[config.mk]
export PLATFORM = sky130hd
export DESIGN_NAME = process_queue_table_core
export DESIGN_NICKNAME = d
export VERILOG_FILES = /design/src/sv/pqt_pkg.sv /design/src/sv/process_queue_table_core.sv /design/src/sv/pqt_ram.sv
export SDC_FILE = /design/constraint.sdc
export NUM_CORES = 1
export LEC_CHECK = 0
export ABC_AREA = 0
export BUFFER_PORTS_ARGS = -buffer_cell sky130_fd_sc_hd__buf_2
export CORE_UTILIZATION = 55
export DETAILED_ROUTE_END_ITERATION = 8
export PLACE_DENSITY = 0.71
export SYNTH_ARGS = -nofsm -noshare
export SYNTH_HDL_FRONTEND = slang
export SYNTH_HIERARCHICAL = 1
export SYNTH_SLANG_ARGS = --single-unit
[constraint.sdc]
create_clock -name clock -period 11.93 [get_ports clock]
set_clock_uncertainty 0.15 [all_clocks]
set_input_delay 1.7895 -clock clock [delete_from_list [all_inputs] [get_ports clock]]
set_output_delay 1.7895 -clock clock [all_outputs]
set_load 0.1 [all_outputs]
[src/sv/pqt_pkg.sv]
`timescale 1ns / 1ps
`default_nettype none

package pqt_pkg;

   // default sizes
   localparam int NUM_PROCS_DEF  = 16;
   localparam int NUM_QUEUES_DEF = 8;
   localparam int KEY_BITS_DEF   = 8;

   // fixed field widths
   localparam int KIND_W   = 3;
   localparam int QIDX_W   = 3;
   localparam int PID_W    = 4;
   localparam int PRIO_W   = 8;
   localparam int STATUS_W = 2;

   // operation codes
   localparam logic [KIND_W-1:0] KIND_APPEND = 3'd0;
   localparam logic [KIND_W-1:0] KIND_INSERT = 3'd1;
   localparam logic [KIND_W-1:0] KIND_TAKE   = 3'd2;
   localparam logic [KIND_W-1:0] KIND_UNLINK = 3'd3;
   localparam logic [KIND_W-1:0] KIND_CREATE = 3'd4;

   // status codes
   localparam logic [STATUS_W-1:0] STAT_OK    = 2'd0;
   localparam logic [STATUS_W-1:0] STAT_BADID = 2'd1;
   localparam logic [STATUS_W-1:0] STAT_EMPTY = 2'd2;
   localparam logic [STATUS_W-1:0] STAT_FULL  = 2'd3;

endpackage

`default_nettype wire

[src/sv/process_queue_table_core.sv]
`timescale 1ns / 1ps
`default_nettype none

// Create and rejected beats answer from DISP; unlink goes DISP, UNL_WR; take head goes DISP,
// HEAD_CHK (answering there on an empty queue), UNL_WR; append goes DISP, LNK_WR1, LNK_WR2;
// insert puts WALK_FIRST and WALK (one read per node passed, <= TABLE_SIZE) before LNK_WR1.
// One beat at a time: busy is high from accept until the result strobe cycle, so the next
// beat can be accepted at the edge that ends the strobe. The receiver cannot stall.
// Reset clears queue count and key valid bits; link RAMs are not cleared.
module process_queue_table_core #(
   parameter int NUM_PROCS  = pqt_pkg::NUM_PROCS_DEF,
   parameter int NUM_QUEUES = pqt_pkg::NUM_QUEUES_DEF,
   parameter int KEY_BITS   = pqt_pkg::KEY_BITS_DEF
) (
   input  wire logic                          clock,
   input  wire logic                          reset,
   input  wire logic                          start,
   output logic                               busy,
   input  wire logic [pqt_pkg::KIND_W-1:0]    req_kind,
   input  wire logic [pqt_pkg::QIDX_W-1:0]    req_queue_index,
   input  wire logic [pqt_pkg::PID_W-1:0]     req_process_id,
   input  wire logic [pqt_pkg::PRIO_W-1:0]    req_priority_req,
   output logic                               rsp_valid,
   output logic      [pqt_pkg::STATUS_W-1:0]  rsp_status,
   output logic      [pqt_pkg::PID_W-1:0]     rsp_process_out,
   output logic      [pqt_pkg::QIDX_W-1:0]    rsp_queue_out
);

   // node map: processes 0..NUM_PROCS-1, then head/tail pair per queue
   localparam int TABLE_SIZE = NUM_PROCS + 2 * NUM_QUEUES;
   localparam int NODE_W     = $clog2(TABLE_SIZE);
   localparam int QC_W       = $clog2(NUM_QUEUES + 1);
   localparam int STEP_W     = $clog2(TABLE_SIZE + 1);
   localparam logic [KEY_BITS-1:0] KEY_MASK = '1;

   // sequencer states
   localparam logic [3:0] ST_IDLE       = 4'd0;
   localparam logic [3:0] ST_DISP       = 4'd1;  // check ids, issue first reads
   localparam logic [3:0] ST_WALK_FIRST = 4'd2;  // first node of list arrives
   localparam logic [3:0] ST_WALK       = 4'd3;  // one node per cycle
   localparam logic [3:0] ST_LNK_WR1    = 4'd4;  // pred arrives, link new node
   localparam logic [3:0] ST_LNK_WR2    = 4'd5;  // patch neighbors
   localparam logic [3:0] ST_HEAD_CHK   = 4'd6;  // first node vs tail
   localparam logic [3:0] ST_UNL_WR     = 4'd7;  // splice neighbors together

   logic [3:0] state_ff, state_in;

   // latched request beat
   logic [pqt_pkg::KIND_W-1:0] kind_ff;
   logic [pqt_pkg::QIDX_W-1:0] q_ff;
   logic [pqt_pkg::PID_W-1:0]  p_ff;
   logic [KEY_BITS-1:0]        key_ff;

   // walk / link working registers
   logic [NODE_W-1:0] cur_ff, cur_in;
   logic [NODE_W-1:0] succ_ff, succ_in;
   logic [NODE_W-1:0] pred_ff, pred_in;
   logic [NODE_W-1:0] first_ff, first_in;
   logic [STEP_W-1:0] steps_ff, steps_in;

   logic [QC_W-1:0]       qc_ff, qc_in;
   logic [TABLE_SIZE-1:0] key_vld_ff, key_vld_in;
   logic                  k_rvld_ff;

   // result register
   logic                          rsp_valid_ff, rsp_valid_in;
   logic [pqt_pkg::STATUS_W-1:0]  rsp_status_ff, rsp_status_in;
   logic [pqt_pkg::PID_W-1:0]     rsp_proc_ff, rsp_proc_in;
   logic [pqt_pkg::QIDX_W-1:0]    rsp_qout_ff, rsp_qout_in;

   // RAM ports
   logic              n_we, p_we, k_we;
   logic [NODE_W-1:0] n_waddr, p_waddr, k_waddr;
   logic [NODE_W-1:0] n_wdata, p_wdata;
   logic [KEY_BITS-1:0] k_wdata;
   logic [NODE_W-1:0] n_raddr, p_raddr, k_raddr;
   logic [NODE_W-1:0] n_rdata, p_rdata;
   logic [KEY_BITS-1:0] k_rdata;

   // decode helpers
   logic              accept;
   logic              q_bad, p_bad, tbl_full;
   logic [NODE_W-1:0] p_node, head_q, tail_q, head_c, tail_c;
   logic [KEY_BITS-1:0] cur_key;
   logic              key_gt;

   assign accept   = start && (state_ff == ST_IDLE);
   assign q_bad    = int'(q_ff) >= int'(qc_ff);
   assign p_bad    = int'(p_ff) >= NUM_PROCS;
   assign tbl_full = int'(qc_ff) >= NUM_QUEUES;
   assign p_node   = NODE_W'(p_ff);
   assign head_q   = NODE_W'(NUM_PROCS + 2 * int'(q_ff));
   assign tail_q   = NODE_W'(NUM_PROCS + 2 * int'(q_ff) + 1);
   assign head_c   = NODE_W'(NUM_PROCS + 2 * int'(qc_ff));
   assign tail_c   = NODE_W'(NUM_PROCS + 2 * int'(qc_ff) + 1);

   // shared key comparator; a key never written reads as zero
   assign cur_key = k_rvld_ff ? k_rdata : '0;
   assign key_gt  = cur_key > key_ff;

   pqt_ram #(.DEPTH(TABLE_SIZE), .WIDTH(NODE_W), .ADDR_W(NODE_W)) u_next (
      .clock   (clock),
      .wr_en   (n_we),
      .wr_addr (n_waddr),
      .wr_data (n_wdata),
      .rd_addr (n_raddr),
      .rd_data (n_rdata)
   );

   pqt_ram #(.DEPTH(TABLE_SIZE), .WIDTH(NODE_W), .ADDR_W(NODE_W)) u_prev (
      .clock   (clock),
      .wr_en   (p_we),
      .wr_addr (p_waddr),
      .wr_data (p_wdata),
      .rd_addr (p_raddr),
      .rd_data (p_rdata)
   );

   pqt_ram #(.DEPTH(TABLE_SIZE), .WIDTH(KEY_BITS), .ADDR_W(NODE_W)) u_key (
      .clock   (clock),
      .wr_en   (k_we),
      .wr_addr (k_waddr),
      .wr_data (k_wdata),
      .rd_addr (k_raddr),
      .rd_data (k_rdata)
   );

   always_comb begin
      state_in      = state_ff;
      cur_in        = cur_ff;
      succ_in       = succ_ff;
      pred_in       = pred_ff;
      first_in      = first_ff;
      steps_in      = steps_ff;
      qc_in         = qc_ff;
      key_vld_in    = key_vld_ff;
      rsp_valid_in  = 1'b0;
      rsp_status_in = pqt_pkg::STAT_OK;
      rsp_proc_in   = '0;
      rsp_qout_in   = '0;
      n_we = 1'b0;  n_waddr = '0;  n_wdata = '0;  n_raddr = '0;
      p_we = 1'b0;  p_waddr = '0;  p_wdata = '0;  p_raddr = '0;
      k_we = 1'b0;  k_waddr = '0;  k_wdata = '0;  k_raddr = '0;

      case (state_ff)
         ST_IDLE: begin
            if (accept) begin
               state_in = ST_DISP;
            end
         end

         ST_DISP: begin
            case (kind_ff)
               pqt_pkg::KIND_APPEND: begin
                  if (q_bad || p_bad) begin
                     rsp_valid_in  = 1'b1;
                     rsp_status_in = pqt_pkg::STAT_BADID;
                     state_in      = ST_IDLE;
                  end else begin
                     succ_in  = tail_q;
                     p_raddr  = tail_q;
                     state_in = ST_LNK_WR1;
                  end
               end
               pqt_pkg::KIND_INSERT: begin
                  if (q_bad || p_bad) begin
                     rsp_valid_in  = 1'b1;
                     rsp_status_in = pqt_pkg::STAT_BADID;
                     state_in      = ST_IDLE;
                  end else begin
                     n_raddr  = head_q;
                     state_in = ST_WALK_FIRST;
                  end
               end
               pqt_pkg::KIND_TAKE: begin
                  if (q_bad) begin
                     rsp_valid_in  = 1'b1;
                     rsp_status_in = pqt_pkg::STAT_BADID;
                     state_in      = ST_IDLE;
                  end else begin
                     n_raddr  = head_q;
                     state_in = ST_HEAD_CHK;
                  end
               end
               pqt_pkg::KIND_UNLINK: begin
                  if (p_bad) begin
                     rsp_valid_in  = 1'b1;
                     rsp_status_in = pqt_pkg::STAT_BADID;
                     state_in      = ST_IDLE;
                  end else begin
                     n_raddr  = p_node;
                     p_raddr  = p_node;
                     state_in = ST_UNL_WR;
                  end
               end
               pqt_pkg::KIND_CREATE: begin
                  rsp_valid_in = 1'b1;
                  state_in     = ST_IDLE;
                  if (tbl_full) begin
                     rsp_status_in = pqt_pkg::STAT_FULL;
                  end else begin
                     // empty list: head -> tail; tail key zero via valid bit
                     n_we    = 1'b1;
                     n_waddr = head_c;
                     n_wdata = tail_c;
                     p_we    = 1'b1;
                     p_waddr = tail_c;
                     p_wdata = head_c;
                     k_we    = 1'b1;
                     k_waddr = head_c;
                     k_wdata = KEY_MASK;
                     key_vld_in[head_c] = 1'b1;
                     key_vld_in[tail_c] = 1'b0;
                     rsp_qout_in = pqt_pkg::QIDX_W'(qc_ff);
                     qc_in       = qc_ff + 1'b1;
                  end
               end
               default: begin
                  rsp_valid_in  = 1'b1;
                  rsp_status_in = pqt_pkg::STAT_BADID;
                  state_in      = ST_IDLE;
               end
            endcase
         end

         ST_WALK_FIRST: begin
            cur_in   = n_rdata;
            steps_in = '0;
            n_raddr  = n_rdata;
            k_raddr  = n_rdata;
            state_in = ST_WALK;
         end

         ST_WALK: begin
            // stop at first key not greater, or after a full table of steps
            if (key_gt && (steps_ff != STEP_W'(TABLE_SIZE))) begin
               cur_in   = n_rdata;
               steps_in = steps_ff + 1'b1;
               n_raddr  = n_rdata;
               k_raddr  = n_rdata;
            end else begin
               succ_in  = cur_ff;
               p_raddr  = cur_ff;
               state_in = ST_LNK_WR1;
            end
         end

         ST_LNK_WR1: begin
            pred_in = p_rdata;
            n_we    = 1'b1;
            n_waddr = p_node;
            n_wdata = succ_ff;
            p_we    = 1'b1;
            p_waddr = p_node;
            p_wdata = p_rdata;
            state_in = ST_LNK_WR2;
         end

         ST_LNK_WR2: begin
            n_we    = 1'b1;
            n_waddr = pred_ff;
            n_wdata = p_node;
            p_we    = 1'b1;
            p_waddr = succ_ff;
            p_wdata = p_node;
            if (kind_ff == pqt_pkg::KIND_INSERT) begin
               k_we    = 1'b1;
               k_waddr = p_node;
               k_wdata = key_ff;
               key_vld_in[p_node] = 1'b1;
            end
            rsp_valid_in = 1'b1;
            state_in     = ST_IDLE;
         end

         ST_HEAD_CHK: begin
            if (n_rdata == tail_q) begin
               rsp_valid_in  = 1'b1;
               rsp_status_in = pqt_pkg::STAT_EMPTY;
               state_in      = ST_IDLE;
            end else begin
               first_in = n_rdata;
               n_raddr  = n_rdata;
               p_raddr  = n_rdata;
               state_in = ST_UNL_WR;
            end
         end

         ST_UNL_WR: begin
            // next[prev] = next; prev[next] = prev
            n_we    = 1'b1;
            n_waddr = p_rdata;
            n_wdata = n_rdata;
            p_we    = 1'b1;
            p_waddr = n_rdata;
            p_wdata = p_rdata;
            if (kind_ff == pqt_pkg::KIND_TAKE) begin
               rsp_proc_in = pqt_pkg::PID_W'(first_ff);
            end
            rsp_valid_in = 1'b1;
            state_in     = ST_IDLE;
         end

         default: begin
            state_in = ST_IDLE;
         end
      endcase
   end

   always_ff @(posedge clock) begin
      if (reset) begin
         state_ff     <= ST_IDLE;
         qc_ff        <= '0;
         key_vld_ff   <= '0;
         rsp_valid_ff <= 1'b0;
      end else begin
         state_ff     <= state_in;
         qc_ff        <= qc_in;
         key_vld_ff   <= key_vld_in;
         rsp_valid_ff <= rsp_valid_in;
      end
   end

   always_ff @(posedge clock) begin
      if (accept) begin
         kind_ff <= req_kind;
         q_ff    <= req_queue_index;
         p_ff    <= req_process_id;
         key_ff  <= KEY_BITS'(req_priority_req);
      end
      cur_ff        <= cur_in;
      succ_ff       <= succ_in;
      pred_ff       <= pred_in;
      first_ff      <= first_in;
      steps_ff      <= steps_in;
      k_rvld_ff     <= key_vld_ff[k_raddr];
      rsp_status_ff <= rsp_status_in;
      rsp_proc_ff   <= rsp_proc_in;
      rsp_qout_ff   <= rsp_qout_in;
   end

   assign busy            = (state_ff != ST_IDLE);
   assign rsp_valid       = rsp_valid_ff;
   assign rsp_status      = rsp_status_ff;
   assign rsp_process_out = rsp_proc_ff;
   assign rsp_queue_out   = rsp_qout_ff;

   // a result beat only follows a busy cycle
   a_rsp_after_busy: assert property (@(posedge clock) disable iff (reset)
      rsp_valid |-> $past(busy))
      else $error("result beat without a preceding busy cycle");

   // the sequencer leaves busy only by issuing a result
   a_busy_ends_in_rsp: assert property (@(posedge clock) disable iff (reset)
      $fell(busy) |-> rsp_valid)
      else $error("busy dropped without a result beat");

   a_qc_bound: assert property (@(posedge clock) disable iff (reset)
      int'(qc_ff) <= NUM_QUEUES)
      else $error("queue count beyond table size");

   a_walk_bound: assert property (@(posedge clock) disable iff (reset)
      (state_ff == ST_WALK) |-> (int'(steps_ff) <= TABLE_SIZE))
      else $error("ordered walk ran past the table");

endmodule

`default_nettype wire

[src/sv/pqt_ram.sv]
`timescale 1ns / 1ps
`default_nettype none

// simple dual-port RAM, one write and one registered read per cycle
module pqt_ram #(
   parameter int DEPTH  = pqt_pkg::NUM_PROCS_DEF + 2 * pqt_pkg::NUM_QUEUES_DEF,
   parameter int WIDTH  = pqt_pkg::KEY_BITS_DEF,
   parameter int ADDR_W = $clog2(DEPTH)
) (
   input  wire logic              clock,
   input  wire logic              wr_en,
   input  wire logic [ADDR_W-1:0] wr_addr,
   input  wire logic [WIDTH-1:0]  wr_data,
   input  wire logic [ADDR_W-1:0] rd_addr,
   output logic      [WIDTH-1:0]  rd_data
);

   logic [WIDTH-1:0] mem [DEPTH];
   logic [WIDTH-1:0] rd_data_ff;

   always_ff @(posedge clock) begin
      if (wr_en) begin
         mem[wr_addr] <= wr_data;
      end
      rd_data_ff <= mem[rd_addr];
   end

   assign rd_data = rd_data_ff;

endmodule

`default_nettype wire
==> results.yml <==
worst_setup_path:
  cp.arrival_ps: 5120
  slowest_delay_ps: 850
  reg2reg_depth: 12
  rr_endpoint: "u_key/rd_data[2]$_DFF_P_"
  endpoint_kind: "register"
  path_cells: "and2_1, ha_1, nand4_1, o22ai_1, and2_4, a311oi_4, buf_4, and2_4, buf_4, mux4_2, mux4_2, mux2_2"
  r2r-start: "k_rvld_ff$_DFF_P_"
  rrSetupSlack_ps: 7150
  setup.worst_path.class: "reg -> reg"
  cp_slowest_cell: "buf_4"
  path_max_fanout: 55
  required_ps: 12280
  startpoint_type: "register"
route:
  post_drt_wl_per_cell_um: 26.2
  drt_iter0_markers: 1398
  wl_um: 59900
  drc_errors: 0
  first_pass_iters: 5
  routed_via_density: 6.27
  vias: 14325
  antenna_left: 0
global_route:
  grt_first_pass_wirelength_um: 90200
  overflow: 0
  antenna_found_initial: 0
  grt_pass1_vias: 14365
  grt_max_degree: 65
  track_usage_pct: 24.3
cts:
  cts_hold_buf: 0
  insertion_delay_ps: 610
  cts_resized: 0
  cts_root_buf: "clkbuf_16"
  clock_path_buffers: 3
  postCtsSetupRepairBufs: 0
  tritoncts: "built"
  cts_made_buffers: 70
  htreeDepth: 3
  cts.sinks: 687
  path_clk_slew_ps: 60
layout:
  synthToLayoutAreaGrowth_pct: 11.2
  finalNetCount: 1593
  final_common_cell: "edfxtp_1"
  fill_cells: 3465
  layout_common_cells: "edfxtp_1, mux4_2, nor2_1, clkbuf_16, nand2_1"
  drive_above_1_share_pct: 24.6
  multiInputGateArea_mm2: 0.00742
  finish.instance_area_mm2: 0.0309
  regArea_mm2: 0.0199
  fin_util_pct: 61.8
  layout.cells.non_filler: 2285
timing:
  finalSetupViolations: 0
  fmax_mhz: 209
  worstMarginPinSlew_ps: 1280
  finalHoldWorstSlack_ps: 294
  slew_violations: 0
  fin_crit_sh_pct: 40.0
  timing.final.crit_period_ps: 4780
  finalSetupTns_ps: 0
  hold_viol: 0
  setup_slack_ps: 7150
  rsz0062_at_grt: "false"
  slew_headroom_pct: 14.3
power:
  power_switching_mw: 1.05
  seqPwrFrac_pct: 52.8
  internal_power_mw: 3.98
  ir_drop_mv: 0.128
  p_clk_share_pct: 42.9
  pwr-share-comb_pct: 4.3
  power_density_mw_per_mm2: 163
  power_mw: 5.04
  netSwitchingFraction_pct: 20.9
  power_leakage_nw: 10.2
placement:
  place_ws_ps: 7110
  gp_congestion: 0.860
  dp_cells: 2155
  hpwl_um: 37000
  io_buffer_count: 31
  placed_area_mm2: 0.0286
floorplanning:
  rows: 82
  pin_count: 32
  die-area_mm2: 0.0514
  initial_core_util_pct: 55.6
  core_area_mm2: 0.0500
  die_w_um: 227
  die_h_um: 227
logic_synthesis:
  syn_area_mm2: 0.0278
  synthesis.nets: 1545
  synthArstFlopShare_pct: 0
  synth-edff-count: 619
  synth_ff_type: "edfxtp_1"
  syn_area_per_cell_um2: 18.4
  synth-seq-cells: 687
  synth_warnings: 6
  postSynthCellCount: 1507
  synth.distinct_cells: 68
  synth_seq_area_share_pct: 71.8
min_path:
  hp-start: "first_ff[3]$_DFFE_PP_"
  hold_class: "reg -> reg"
  hold_path_end: "rsp_process_out[3]$_SDFF_PN0_"
  hold_depth: 1
outcome:
  run_status: "finished, final reports clean"
run:
  drv_cap: 0
==> layer usage <==
metal	vias to the layer above	GRT usage, %	wire, um
met2	577	39.3	29900
met5	-	0	0
met1	7515	33.8	24500
met4	0	7.65	1260
met3	95	4.37	4150
li1	6138	-	-
==> critical path, delay by kind of cell, from the launching register on <==
family,cells,cell delay [ps]
multiplexers,3,1430
buffers and inverters,2,1150
AND/OR/NAND/NOR,4,820
flip-flops,1,370
AO/OA/AOI/OAI,2,350
adder cells (fa/ha/maj),1,310
==> synthesized netlist by cell type (all sizes together), types with 2 or more instances <==
cell,n,share of area [%]
or2,3,0.077
o21ai,19,0.34
o41ai,4,0.13
a21oi,44,0.79
o31ai,5,0.14
or3b,9,0.28
buf,33,0.68
mux4,187,15
o211a,2,0.099
nand3b,18,0.49
a22oi,4,0.11
nor3,4,0.11
nor3b,8,0.23
edfxtp,619,67
and3,3,0.068
and2,19,0.44
a211oi,3,0.099
a221o,7,0.25
nand4,9,0.20
nor2,164,2.2
mux2,19,0.77
a21o,4,0.11
nor4,4,0.14
dfxtp,68,4.9
nand3,21,0.40
mux2i,14,0.50
xnor2,8,0.25
nand2b,9,0.20
inv,23,0.31
nand2,69,0.93
clkbuf,43,0.62
xor2,2,0.063
or3,4,0.090
nor2b,9,0.20
a22o,4,0.13
ha,17,0.77
a31oi,9,0.20
o22ai,3,0.090
==> flip-flops by register name, indices dropped and copies added (netlist names), 2 cells and up <==
| signal | cells |
|---|---|
| cur_ff | 5 |
| first_ff | 4 |
| key_ff | 8 |
| key_vld_ff | 32 |
| kind_ff | 3 |
| p_ff | 4 |
| pred_ff | 5 |
| q_ff | 3 |
| qc_ff | 4 |
| rsp_process_out | 4 |
| rsp_queue_out | 3 |
| rsp_status | 2 |
| state_ff | 3 |
| steps_ff | 6 |
| succ_ff | 5 |
| u_key/mem | 256 |
| u_key/rd_data | 8 |
| u_next/mem | 160 |
| u_next/rd_data | 5 |
| u_prev/mem | 160 |
| u_prev/rd_data | 5 |
==> kinds of logic after synthesis <==
kind of cell,after synthesis,synth area share [%]
compound gates,117,2.84
xor+xnor,10,0.315
fa+ha+maj,18,0.802
buf+inv,99,1.60
flops,687,71.8
mux,220,16.5
simple gates,356,6.16
==> power groups by stage <==
| stage | Sequential, mW | Clock (mW) | Combinational (mW) |
|---|---|---|---|
| floorplan | 2.70 | 0 | 0.154 |
| global placement | 2.71 | 0 | 0.213 |
| detailed placement | 2.71 | 0 | 0.217 |
| CTS | 2.66 | 2.20 | 0.218 |
| global route | 2.66 | 2.29 | 0.232 |
| finish | 2.66 | 2.16 | 0.217 |
==> final cells by class <==
cell class,instances,share of cell area [%]
flip-flops and latches,687,64.6
multi-input cells,721,24.0
clock buffers,95,6.47
well taps,672,2.72
repair buffers,52,1.01
clock inverters,34,0.931
inverters,23,0.279
diodes,1,0.00810
==> how the worst max path moves through the flow <==
stage                     cells past startpoint         startpoint                        end
after floorplan                              13  k_rvld_ff$_DFF_P_  u_next/rd_data[0]$_DFF_P_
after global placement                       12  k_rvld_ff$_DFF_P_   u_key/rd_data[1]$_DFF_P_
after detailed placement                     12  k_rvld_ff$_DFF_P_   u_key/rd_data[2]$_DFF_P_
after CTS                                    12  k_rvld_ff$_DFF_P_   u_key/rd_data[2]$_DFF_P_
after global routing                         12  k_rvld_ff$_DFF_P_   u_key/rd_data[2]$_DFF_P_
final                                        12  k_rvld_ff$_DFF_P_   u_key/rd_data[2]$_DFF_P_
(Power assumes the default switching activity.)
